===== src/hw/rtl/preemptive_priority_scheduler_unit_defines.svh =====
// Assertion macros shared by the scheduler RTL.
// Included by modules that carry concurrent checks; no other dependencies.
`ifndef PREEMPTIVE_PRIORITY_SCHEDULER_UNIT_DEFINES_SVH
`define PREEMPTIVE_PRIORITY_SCHEDULER_UNIT_DEFINES_SVH

// Same-cycle implication, disabled while reset is high.
`define PPS_ASSERT_IMP(lbl, ck, rs, ante, cons) \
  lbl: assert property (@(posedge ck) disable iff (rs) (ante) |-> (cons)) \
    else $error("scheduler check failed");

// Next-cycle implication, disabled while reset is high.
`define PPS_ASSERT_NXT(lbl, ck, rs, ante, cons) \
  lbl: assert property (@(posedge ck) disable iff (rs) (ante) |=> (cons)) \
    else $error("scheduler check failed");

`endif


===== src/hw/rtl/pps_pkg.sv =====
// Shared types and constants for the preemptive priority scheduler.
// Used by pps_cell and preemptive_priority_scheduler_unit; no dependencies.
`timescale 1ns / 1ps
`default_nettype none

package pps_pkg;

  localparam int DEFAULT_MAX_TASKS = 16;

  localparam int IDX_W   = 4;   // entry_index / run_index width
  localparam int WORK_W  = 16;  // burst and remaining work width
  localparam int PRI_W   = 8;
  localparam int CLK_W   = 32;
  localparam int TCNT_W  = 5;   // task_count width
  localparam int DONE_W  = 5;
  localparam int SDATA_W = 32;
  localparam int MDATA_W = 104;
  localparam int MUSER_W = 2;

  localparam logic [CLK_W-1:0]  CLOCK_MAX = '1;
  localparam logic [DONE_W-1:0] DONE_MAX  = '1;
  localparam logic [TCNT_W-1:0] TASK_COUNT_RESET = 5'd1;

  typedef enum logic {
    OP_LOAD = 1'b0,
    OP_TICK = 1'b1
  } op_t;

  typedef enum logic [1:0] {
    S_IDLE,
    S_LOAD,
    S_SCAN,
    S_OUT
  } state_t;

  // Running best candidate handed from cell to cell.
  typedef struct packed {
    logic              valid;
    logic              found;
    logic [PRI_W-1:0]  pri;
    logic [WORK_W-1:0] rem;
    logic [WORK_W-1:0] burst;
    logic [1:0]        busy;   // entries with work, saturates at 2
  } cand_t;

  // Write / decrement command broadcast to all cells.
  typedef struct packed {
    logic              wr;
    logic              dec;
    logic [IDX_W-1:0]  idx;
    logic [WORK_W-1:0] burst;
    logic [PRI_W-1:0]  pri;
  } cmd_t;

endpackage

`default_nettype wire


===== src/hw/rtl/pps_cell.sv =====
// One table entry of the scheduler: remaining work, priority and burst,
// plus one stage of the selection chain. Depends on pps_pkg.
`timescale 1ns / 1ps
`default_nettype none

module pps_cell #(
  parameter int CELL_INDEX = 0,
  parameter int SEL_W      = 4
) (
  input  wire                     clk,
  input  wire                     rst,
  input  wire                     in_use,
  input  pps_pkg::cmd_t           cmd,
  input  wire  [SEL_W-1:0]        dec_idx,
  input  pps_pkg::cand_t          cand_in,
  input  wire  [SEL_W-1:0]        pick_in,
  output pps_pkg::cand_t          cand_out,
  output logic [SEL_W-1:0]        pick_out
);
  import pps_pkg::*;

  logic [WORK_W-1:0] rem;
  logic [PRI_W-1:0]  pri;
  logic [WORK_W-1:0] burst;
  cand_t             cand_q;
  logic [SEL_W-1:0]  pick_q;

  logic  has_work;
  logic  take;
  logic  wr_hit;
  logic  dec_hit;
  cand_t cand_next;

  assign has_work = in_use && (rem != '0);
  // Strictly greater keeps ties on the lower index.
  assign take     = has_work && (!cand_in.found || (pri > cand_in.pri));
  assign wr_hit   = cmd.wr && (32'(cmd.idx) == 32'(CELL_INDEX));
  assign dec_hit  = cmd.dec && (32'(dec_idx) == 32'(CELL_INDEX));

  always_comb begin
    cand_next       = cand_in;
    cand_next.found = cand_in.found || has_work;
    if (take) begin
      cand_next.pri   = pri;
      cand_next.rem   = rem;
      cand_next.burst = burst;
    end
    if (cand_in.busy == 2'd2) begin
      cand_next.busy = 2'd2;
    end else begin
      cand_next.busy = cand_in.busy + {1'b0, has_work};
    end
  end

  always_ff @(posedge clk) begin
    if (rst) begin
      rem   <= '0;
      pri   <= '0;
      burst <= '0;
    end else if (wr_hit) begin
      rem   <= cmd.burst;
      pri   <= cmd.pri;
      burst <= cmd.burst;
    end else if (dec_hit) begin
      rem <= rem - WORK_W'(1);
    end
  end

  always_ff @(posedge clk) begin
    if (rst) begin
      cand_q.valid <= 1'b0;
    end else begin
      cand_q.valid <= cand_in.valid;
    end
    cand_q.found <= cand_next.found;
    cand_q.pri   <= cand_next.pri;
    cand_q.rem   <= cand_next.rem;
    cand_q.burst <= cand_next.burst;
    cand_q.busy  <= cand_next.busy;
    pick_q       <= take ? SEL_W'(CELL_INDEX) : pick_in;
  end

  assign cand_out = cand_q;
  assign pick_out = pick_q;

endmodule

`default_nettype wire


===== src/hw/rtl/preemptive_priority_scheduler_unit.sv =====
// Preemptive priority scheduler: a row of MAX_TASKS entry cells walked by a
// selection token one cell per cycle. A tick passes from accept through the
// MAX_TASKS chain stages to the result/update step; a load first writes the
// entry and then runs the scan that judges all_done. One item is in flight at
// a time; a finished result sits in the output register while the next item is
// taken. Depends on pps_pkg, pps_cell and the assertion macro header.
`timescale 1ns / 1ps
`default_nettype none

module preemptive_priority_scheduler_unit #(
  parameter int MAX_TASKS = pps_pkg::DEFAULT_MAX_TASKS
) (
  input  wire                          clk,
  input  wire                          rst,
  // config: task_count
  input  wire                          cfg_wr_en,
  input  wire  [pps_pkg::TCNT_W-1:0]   cfg_wr_data,
  // input stream
  input  wire                          s_tvalid,
  output logic                         s_tready,
  // [3:0] entry_index, [19:4] burst_length, [27:20] task_priority, rest zero
  input  wire  [pps_pkg::SDATA_W-1:0]  s_tdata,
  // [0] opcode
  input  wire                          s_tuser,
  // result stream
  output logic                         m_tvalid,
  input  wire                          m_tready,
  // [3:0] run_index, [35:4] turnaround, [67:36] waiting, [68] all_done,
  // [100:69] time_now, rest zero
  output logic [pps_pkg::MDATA_W-1:0]  m_tdata,
  // [0] run_valid, [1] finished
  output logic [pps_pkg::MUSER_W-1:0]  m_tuser
);
  import pps_pkg::*;

  `include "preemptive_priority_scheduler_unit_defines.svh"

  localparam int SEL_W = (MAX_TASKS > 1) ? $clog2(MAX_TASKS) : 1;

  state_t state, state_next;

  logic [TCNT_W-1:0] task_count;
  logic [CLK_W-1:0]  tick_clock;
  logic [DONE_W-1:0] done_count;

  op_t               op_q;
  logic [IDX_W-1:0]  idx_q;
  logic [WORK_W-1:0] burst_q;
  logic [PRI_W-1:0]  pri_q;
  logic              start;
  cand_t             fin;
  logic [SEL_W-1:0]  fin_pick;

  cand_t             chain [0:MAX_TASKS];
  logic [SEL_W-1:0]  pick_chain [0:MAX_TASKS];
  logic [MAX_TASKS-1:0] use_mask;
  logic [MAX_TASKS-1:0] token_vec;
  cmd_t              cmd;

  logic              accept;
  logic              out_free;
  logic              emit;
  logic              last_valid;
  logic              ran;
  logic              done_now;
  logic [CLK_W-1:0]  fin_time;
  logic [CLK_W-1:0]  wait_time;
  logic              all_done;

  assign accept     = s_tvalid && s_tready;
  assign out_free   = !m_tvalid || m_tready;
  assign last_valid = chain[MAX_TASKS].valid;
  assign s_tready   = (state == S_IDLE);
  assign emit       = (state == S_OUT) && out_free;

  // ---------------- cell row ----------------
  always_comb begin
    chain[0]       = '0;
    chain[0].valid = start;
    pick_chain[0]  = '0;
  end

  assign cmd.wr    = (state == S_LOAD);
  assign cmd.dec   = (state == S_SCAN) && last_valid && (op_q == OP_TICK) &&
                     chain[MAX_TASKS].found;
  assign cmd.idx   = idx_q;
  assign cmd.burst = burst_q;
  assign cmd.pri   = pri_q;

  for (genvar g = 0; g < MAX_TASKS; g++) begin : g_cell
    assign use_mask[g]  = (32'(g) < 32'(task_count));
    assign token_vec[g] = chain[g+1].valid;
    pps_cell #(
      .CELL_INDEX (g),
      .SEL_W      (SEL_W)
    ) u_cell (
      .clk      (clk),
      .rst      (rst),
      .in_use   (use_mask[g]),
      .cmd      (cmd),
      .dec_idx  (pick_chain[MAX_TASKS]),
      .cand_in  (chain[g]),
      .pick_in  (pick_chain[g]),
      .cand_out (chain[g+1]),
      .pick_out (pick_chain[g+1])
    );
  end

  // ---------------- control ----------------
  always_comb begin
    state_next = state;
    case (state)
      S_IDLE: begin
        if (accept) begin
          state_next = (op_t'(s_tuser) == OP_TICK) ? S_SCAN : S_LOAD;
        end
      end
      S_LOAD: state_next = S_SCAN;
      S_SCAN: begin
        if (last_valid) begin
          state_next = S_OUT;
        end
      end
      S_OUT: begin
        if (out_free) begin
          state_next = S_IDLE;
        end
      end
      default: state_next = S_IDLE;
    endcase
  end

  always_ff @(posedge clk) begin
    if (rst) begin
      state <= S_IDLE;
    end else begin
      state <= state_next;
    end
  end

  always_ff @(posedge clk) begin
    if (rst) begin
      start <= 1'b0;
    end else begin
      start <= (accept && (op_t'(s_tuser) == OP_TICK)) || (state == S_LOAD);
    end
  end

  // Hold the accepted item.
  always_ff @(posedge clk) begin
    if (accept) begin
      op_q    <= op_t'(s_tuser);
      idx_q   <= s_tdata[3:0];
      burst_q <= s_tdata[19:4];
      pri_q   <= s_tdata[27:20];
    end
  end

  // Capture the chain's final candidate.
  always_ff @(posedge clk) begin
    if ((state == S_SCAN) && last_valid) begin
      fin      <= chain[MAX_TASKS];
      fin_pick <= pick_chain[MAX_TASKS];
    end
  end

  always_ff @(posedge clk) begin
    if (rst) begin
      task_count <= TASK_COUNT_RESET;
    end else if (cfg_wr_en) begin
      task_count <= cfg_wr_data;
    end
  end

  // ---------------- result ----------------
  assign ran      = (op_q == OP_TICK) && fin.found;
  assign done_now = ran && (fin.rem == WORK_W'(1));
  assign fin_time = (tick_clock == CLOCK_MAX) ? CLOCK_MAX : tick_clock + CLK_W'(1);
  assign wait_time = (fin_time >= CLK_W'(fin.burst)) ? fin_time - CLK_W'(fin.burst)
                                                     : '0;
  // Busy count was taken before the decrement; a lone busy entry that finished
  // leaves nothing.
  assign all_done = (fin.busy == 2'd0) || ((fin.busy == 2'd1) && done_now);

  always_ff @(posedge clk) begin
    if (rst) begin
      tick_clock <= '0;
      done_count <= '0;
    end else if (state == S_LOAD) begin
      tick_clock <= '0;
      done_count <= '0;
    end else if (emit && (op_q == OP_TICK)) begin
      if (tick_clock != CLOCK_MAX) begin
        tick_clock <= tick_clock + CLK_W'(1);
      end
      if (done_now && (done_count != DONE_MAX)) begin
        done_count <= done_count + DONE_W'(1);
      end
    end
  end

  always_ff @(posedge clk) begin
    if (rst) begin
      m_tvalid <= 1'b0;
    end else if (emit) begin
      m_tvalid <= 1'b1;
    end else if (m_tready) begin
      m_tvalid <= 1'b0;
    end
  end

  always_ff @(posedge clk) begin
    if (emit) begin
      m_tuser <= {done_now, ran};
      m_tdata <= {{(MDATA_W - IDX_W - 3 * CLK_W - 1){1'b0}},
                  tick_clock,
                  all_done,
                  done_now ? wait_time : {CLK_W{1'b0}},
                  done_now ? fin_time : {CLK_W{1'b0}},
                  ran ? IDX_W'(fin_pick) : {IDX_W{1'b0}}};
    end
  end

  // ---------------- checks ----------------
  `PPS_ASSERT_IMP(a_one_token, clk, rst, 1'b1, $onehot0(token_vec))
  `PPS_ASSERT_NXT(a_scan_to_out, clk, rst, (state == S_SCAN) && last_valid,
                  state == S_OUT)
  `PPS_ASSERT_IMP(a_done_after_run, clk, rst, m_tvalid && m_tdata[68] && m_tuser[0],
                  m_tuser[1])
  `PPS_ASSERT_IMP(a_finish_nonzero, clk, rst, m_tvalid && m_tuser[1],
                  m_tuser[0] && (m_tdata[35:4] != '0))

endmodule

`default_nettype wire


===== config.mk =====
export PLATFORM = sky130hd
export DESIGN_NAME = preemptive_priority_scheduler_unit
export DESIGN_NICKNAME = d
export VERILOG_FILES = /design/src/hw/rtl/pps_pkg.sv /design/src/hw/rtl/pps_cell.sv /design/src/hw/rtl/preemptive_priority_scheduler_unit.sv
export VERILOG_INCLUDE_DIRS = /design/src /design/src/hw/rtl
export SDC_FILE = /design/constraint.sdc
export NUM_CORES = 2
export LEC_CHECK = 0
export ABC_AREA = 1
export BUFFER_PORTS_ARGS = -buffer_cell sky130_fd_sc_hd__buf_2
export CELL_PAD_IN_SITES_DETAIL_PLACEMENT = 2
export CELL_PAD_IN_SITES_GLOBAL_PLACEMENT = 2
export CORE_AREA = 2 2 436 438
export DETAILED_ROUTE_END_ITERATION = 8
export DIE_AREA = 0 0 438 440
export PLACE_DENSITY_LB_ADDON = 0.05
export SYNTH_ARGS = -nofsm -noshare
export SYNTH_HDL_FRONTEND = slang
export SYNTH_SLANG_ARGS = --single-unit

===== constraint.sdc =====
create_clock -name clk -period 8.4 [get_ports clk]
set_input_delay 2.52 -clock clk [delete_from_list [all_inputs] [get_ports clk]]
set_output_delay 2.52 -clock clk [all_outputs]
set_load 0.02 [all_outputs]

### Word-level counts from Yosys, hierarchy flattened

Cells that the tools add are included.

| operators by class | value |
|---|---|
| add/sub/neg operators | 33 |
| multipliers | 0 |
| divide/modulo/power cells | 0 |
| $lt $le $gt $ge | 32 |
| eq/ne operators | 54 |
| shift-type cells | 0 |
| mux-type cells | 55 |
| bitwise logic cells | 0 |
| reduce and logical (&&, ||, !) cells | 163 |

Operators by type and width:

| kind | count |
|---|---|
| 40-bit 2-to-1 mux | 14 |
| 16-bit 2-to-1 mux | 32 |
| 16-bit nonzero test | 16 |
| 16-bit by 1-bit subtractor with 16-bit output (second input constant) | 16 |
| 8-bit greater-than comparator | 15 |
| 1-bit logical AND | 73 |
| 4-bit equality test (second input constant) | 16 |
| 32-bit 2-to-1 mux | 2 |
| 4-bit by 5-bit < comparator with 1-bit output (first input constant) | 8 |
| 2-bit nonzero test | 17 |
| 1-bit logical OR | 33 |
| 32-bit by 1-bit adder with 32-bit output (second input constant) | 1 |
| 2-bit equality test (second input constant) | 16 |
| 32-bit equality test (second input constant) | 1 |
| 4-bit by 3-bit equality test with 1-bit output (second input constant) | 8 |
| 32-bit by 16-bit >= comparator with 1-bit output | 1 |
| 32-bit != test (second input constant) | 1 |
| 32-bit by 16-bit subtractor with 32-bit output | 1 |
| 2-bit by 1-bit adder with 2-bit output | 14 |
| 3-bit by 5-bit < comparator with 1-bit output (first input constant) | 4 |
| 16-bit by 1-bit equality test with 1-bit output (second input constant) | 1 |
| 4-bit by 2-bit equality test with 1-bit output (second input constant) | 4 |
| 1-bit zero test | 16 |
| 1-bit by 5-bit < comparator with 1-bit output (first input constant) | 2 |
| 14 further kinds | 25 |

| storage, ports and cells | value |
|---|---|
| register bits after elaboration | 1595 |
| bits in latches | 0 |
| memory bits (writable) | 0 |
| memory bits (read-only) | 0 |
| input bits | 43 |
| output and inout bits | 108 |
| logic and storage cells | 513 |
| memories kept | 0 |

### Logic depth before layout (Yosys ltp)

| logic depth | value |
|---|---|
| depth after elaboration | 7 |
| gate-level depth with buffers | 23 |

### Cells and area by module

Synthesis repeated with hierarchy kept, for this count alone.

| second synthesis, totals | value |
|---|---|
| cells, all modules | 9012 |
| area, all modules | 69260.2 sq um |

Modules (own cells, without submodules):

| module | times used | cells an instance | area each (sq um) |
|---|---|---|---|
| pps_cell at g_cell[10].u_cell ... | 4 | 509 | 3753.6 |
| preemptive_priority_scheduler_unit | 1 | 972 | 9763.1 |
| pps_cell at g_cell[1].u_cell ... | 2 | 506 | 3731.1 |
| pps_cell at g_cell[11].u_cell ... | 2 | 501 | 3707.3 |
| pps_cell at g_cell[4].u_cell ... | 2 | 501 | 3694.8 |
| pps_cell at g_cell[13].u_cell ... | 2 | 494 | 3692.3 |
| pps_cell at g_cell[3].u_cell | 1 | 503 | 3726.1 |
| pps_cell at g_cell[12].u_cell | 1 | 498 | 3713.6 |
| pps_cell at g_cell[0].u_cell | 1 | 504 | 3706.1 |
| pps_cell at g_cell[15].u_cell | 1 | 495 | 3686.0 |

### Worst setup path after synthesis

Ideal clock, no wire load.

| timing path | value |
|---|---|
| path kind | input to register |
| from | in m_tready |
| to | reg tick_clock[18] |
| library setup time | 91 ps |
| arrival time | 8781 ps |
| required time | 8309 ps |
| setup slack | -472 ps |
| stages | 7 |
| buffers on the path | 1 |
| cells stage by stage | inv_1 -> a21oi_1 -> nand3_1 -> clkinv_1 -> clkbuf_1 -> nor2_1 -> a311oi_1 |

| between the ends | value |
|---|---|
| cells in the longest elaborated chain, start to end | 4 |

Ends and longest elaborated chain:

| element | RTL line | source |
|---|---|---|
| start, declared | preemptive_priority_scheduler_unit.sv:27 | `input wire m_tready,` |
| 1-bit logical OR | preemptive_priority_scheduler_unit.sv:71 | `assign out_free = !m_tvalid \|\| m_tready;` |
| 1-bit logical AND | preemptive_priority_scheduler_unit.sv:74 | `assign emit = (state == S_OUT) && out_free;` |
| net emit | preemptive_priority_scheduler_unit.sv:62 | `logic emit;` |
| 1-bit logical AND | preemptive_priority_scheduler_unit.sv:192 | `end else if (emit && (op_q == OP_TICK)) begin` |
| 2-bit AND reduction (no line) | -- |  |
| end signal, assigned | preemptive_priority_scheduler_unit.sv:194 | `tick_clock <= tick_clock + CLK_W'(1);` |
| end, declared | preemptive_priority_scheduler_unit.sv:43 | `logic [CLK_W-1:0] tick_clock;` |

The timed path passes the listed nets, and every way through them passes these cells.
A chain may end at the register's enable or synchronous reset.

### Worst setup path after layout

| timing path | value |
|---|---|
| from | reg tick_clock[0] |
| to | reg m_tdata[44] (netlist bit), data pin |

| between the ends | value |
|---|---|
| cells in the longest elaborated chain, start to end | 4 |
| elaborated cells on any way between the ends | 6 |
| those cells by class | add/sub: 2; order compare: 1; eq/ne: 1; mux: 1; reduce/logical: 1 |

Ends and longest elaborated chain:

| element | RTL line | source |
|---|---|---|
| 32-bit by 1-bit adder with 32-bit output / 32-bit equality test (equally long branches) | preemptive_priority_scheduler_unit.sv:178 | `assign fin_time = (tick_clock == CLOCK_MAX) ? CLOCK_MAX : tick_clock + CLK_W'(1);` |
| 32-bit 2-to-1 mux * | preemptive_priority_scheduler_unit.sv:178 |  |
| 32-bit by 16-bit >= comparator with 1-bit output | preemptive_priority_scheduler_unit.sv:179 | `assign wait_time = (fin_time >= CLK_W'(fin.burst)) ? fin_time - CLK_W'(fin.burst)` |
| 2-bit AND reduction (no line) | -- |  |
| end signal, assigned | preemptive_priority_scheduler_unit.sv:215 | `m_tdata <= {{(MDATA_W - IDX_W - 3 * CLK_W - 1){1'b0}},` |
| end, declared | preemptive_priority_scheduler_unit.sv:30 | `output logic [pps_pkg::MDATA_W-1:0] m_tdata,` |

Every way passes the cells marked *; elsewhere a longest branch is shown, timed or not.

==> impl_metrics.ini <==
[run_status]
status = finished, final reports clean

[clock_tree]
cts_buffer_depth = 3
clk_pin_slew_ns = 0.06
hold_buffers = 0
numCtsBuffers = 184
htree_levels = 4
clockRootBuffer = clkbuf_16
cts_tree = built
post_cts_buffers = 0
clock_sinks = 1595
clock_latency_ns = 0.84
cts_resized = 0

[yosys]
synth_area_sq_mm = 0.0635
synth_area_leader_cell = dfxtp_1
synth.distinct_cells = 63
syn_inst = 7940
synth_top_flop_cell = dfxtp_1
synthTopCellsByCount = nand2_1, dfxtp_1, inv_1
netlist_top_cells_area = dfxtp_1, nand2_1, edfxtp_1
synth_seq_cells = 1595
synth_edf_count = 171
synth_top_area_frac = 0.449
synth_warnings = 0
synth-seq-area-share = 0.530
yosys.cell_count.top_type = nand2_1
synth_area_per_cell_sq_um = 8.00
async_flop_share = 0

[placement]
routabilityCongestion = 0.814
numPortBuffers = 143
pre_cts_slack_ns = 3.17
place_hpwl_mm = 172

[worst_setup_path]
r2r-end = m_tdata[44]
max_stage_delay_ns = 0.58
cp_cell_sequence = ha_1 -> nand2_2 -> nor2_4 -> nand2_4 -> nor2_4 -> nand2_2 -> buf_4 -> clkinv_1 -> nor2_1 -> ha_1 -> fa_1 -> inv_1 -> nand2_1 -> nand2_1 -> and2_1 -> nand2_1 -> nand2_1 -> a21oi_1 -> nand3_1 -> nor2_1 -> nand3_2 -> nand2_4 -> a21oi_1
cp_num_buf_inv = 3
crit_path_end_kind = register
cp.required_ns = 8.93
critPathKind = register to register
cp_max_fo = 41
start_kind = register
r2r_cells = 23
reg2reg_from = tick_clock[0]
cp_slowest_cell = clkinv_1
crit_arrival_ns = 5.67
r2r_setup_slack_ns = 3.26
path_delay_family = simple AND/OR/NAND/NOR gates
crit_top_cell = nand2_1

[final_layout]
drive_above_1_share = 0.0858
area_delta_synth_final_pct = 15.0
final_nets = 8244
nFillCells = 21331
multi_input_area_sq_mm = 0.0254
regArea_sq_mm = 0.0336

[timing]
fin_crit_sh = 0.612
finalMaxSlewViolations = 0
setup_slack_ns = 3.26
rsz0062_at_grt = no
hold_viol = 0
holdWs_ns = 0.399
period_minus_slack_ns = 5.14
fmax_mhz = 195
finalSetupViolations = 0
fin_tns_setup_ns = 0
finClkSkew_ns = 0.0244
tightestPinTransition_ns = 1.26
maxSlewHeadroom = 0.158

[power_and_ir_drop]
ir_worst_vdd_v = 0.000173
leakage_nw = 30.1
power_density_mw_per_mm2 = 272

[global_route]
grt_pass1_vias = 58035
met3_usage = 0.0280
grt_max_degree = 149
track_usage = 0.250
grt_overflow = 0
busiest_layer = met2
grt.met1_usage = 0.313
gr-usage-met2 = 0.455
grt_pass1_wl_mm = 366
antenna_found_initial = 17

[floorplan]
fp.coreArea_sq_mm = 0.189
ios = 151
die_h_um = 440
rows = 160
die_w_um = 438
initial_core_util = 0.337
dieArea_sq_mm = 0.193

[routing]
viasPerCell = 5.04
wl_mm = 244
num_vias = 53918
wl_per_cell_um = 22.8
ant_nets = 0
drt-initial-drc-count = 2688
first_pass_iters = 5
drc = 0

[min_path]
min_from = g_cell[13].u_cell.cand_out[43]
hold_path.class = register to register
hold_end = g_cell[14].u_cell.cand_out[43]
holdPathStages = 2

[flow_run]
drv_cap = 0
-- worst register-to-register path: stages, from the launching register on --
cell      delay, ns
dfxtp_1        0.37
ha_1           0.26
nand2_2        0.10
nor2_4         0.05
nand2_4        0.16
nor2_4         0.07
nand2_2        0.06
buf_4          0.46
clkinv_1       0.61
nor2_1         0.33
ha_1           0.24
fa_1           0.17
inv_1          0.05
nand2_1        0.08
nand2_1        0.07
and2_1         0.18
nand2_1        0.07
nand2_1        0.08
a21oi_1        0.46
nand3_1        0.16
nor2_1         0.16
nand3_2        0.10
nand2_4        0.39
a21oi_1        0.18
-- per-layer routing --
layer	share of wire	vias up
met5	0	-
met4	0.023	0
met3	0.029	306
met2	0.51	720
met1	0.44	27129
li1	-	25763
-- through the flow --
stage	total power, mW	instance area [sq um]	util	std cells
floorplan	10.3	63500	-	7942
global placement	11.5	66700	0.354	10352
detailed placement	11.6	66700	0.354	10352
CTS	20.1	73000	0.387	10685
global route	20.7	73000	0.387	10686
finish	19.9	73000	0.387	10690
-- area by class of cell --
cell class,count,share of cell area
diodes,5,0.000171
clock buffers,264,0.0744
clock inverters,69,0.0125
inverters,771,0.0397
multi-input cells,5226,0.348
flip-flops and latches,1595,0.461
well taps,2511,0.0430
repair buffers,249,0.0210
-- sequential cells by signal, summed over array words and instances, names as in the netlist --
register                count
start                       1
idx_q                       4
burst_q                    16
g_cell.u_cell.pick_out     49
g_cell.u_cell.burst       256
tick_clock                 32
m_tuser                     2
fin                        35
m_tdata                   101
g_cell.u_cell.cand_out    694
state                       2
fin_pick                    4
g_cell.u_cell.rem         256
pri_q                       8
task_count                  5
g_cell.u_cell.pri         128
op_q                        1
m_tvalid                    1
-- where the power goes --
part | switching (mW) | internal [mW] | total [mW]
sequential | 0.274 | 8.18 | 8.46
clock | 3.36 | 5.09 | 8.45
combinational | 2.24 | 0.745 | 2.99
-- layout by cell type (no fill, tap or decap), types with 19 or more instances in the layout --
cell,Yosys,routed
nand2_1,2298,2293
dfxtp_1,1424,1424
inv_1,739,736
nor2_1,696,688
o21ai_0,585,585
a21oi_1,501,500
nand3_1,251,251
clkbuf_16,0,192
ha_1,173,173
edfxtp_1,171,171
a31oi_1,159,157
xor2_1,146,146
buf_2,65,142
buf_4,24,105
nor3_1,53,53
nand4_1,49,49
or2_2,39,39
clkbuf_8,0,36
clkbuf_1,245,36
clkinv_2,0,35
o21a_1,26,26
nor2_2,13,21
nor4_1,22,21
o21ai_1,21,21
a221oi_1,20,20
o211ai_1,20,20
bufinv_16,0,20
inv_2,17,19
-- how the worst max path moves through the flow --
stage / from / end / cells past startpoint
finish: tick_clock[0] / m_tdata[44] / 23
global route: tick_clock[0] / m_tdata[44] / 23
CTS: tick_clock[0] / m_tdata[44] / 23
detailed placement: tick_clock[0] / m_tdata[44] / 23
global placement: tick_clock[0] / m_tdata[44] / 23
floorplan: m_tready / tick_clock[18] / 7
-- logic make-up (layout without fill, tap and decap cells) --
group	Yosys count	after routing	share of synthesized area
and+or+nand+nor	3491	3491	0.223
DFF	1595	1595	0.530
AOI/OAI and AO/OA	1399	1399	0.120
buffers and inverters	1121	1353	0.0703
adders and majority gates	174	174	0.0344
xor gates and xnor gates	159	159	0.0219
other	1	8	0.0000591
Power figures use the tool's default switching activity.
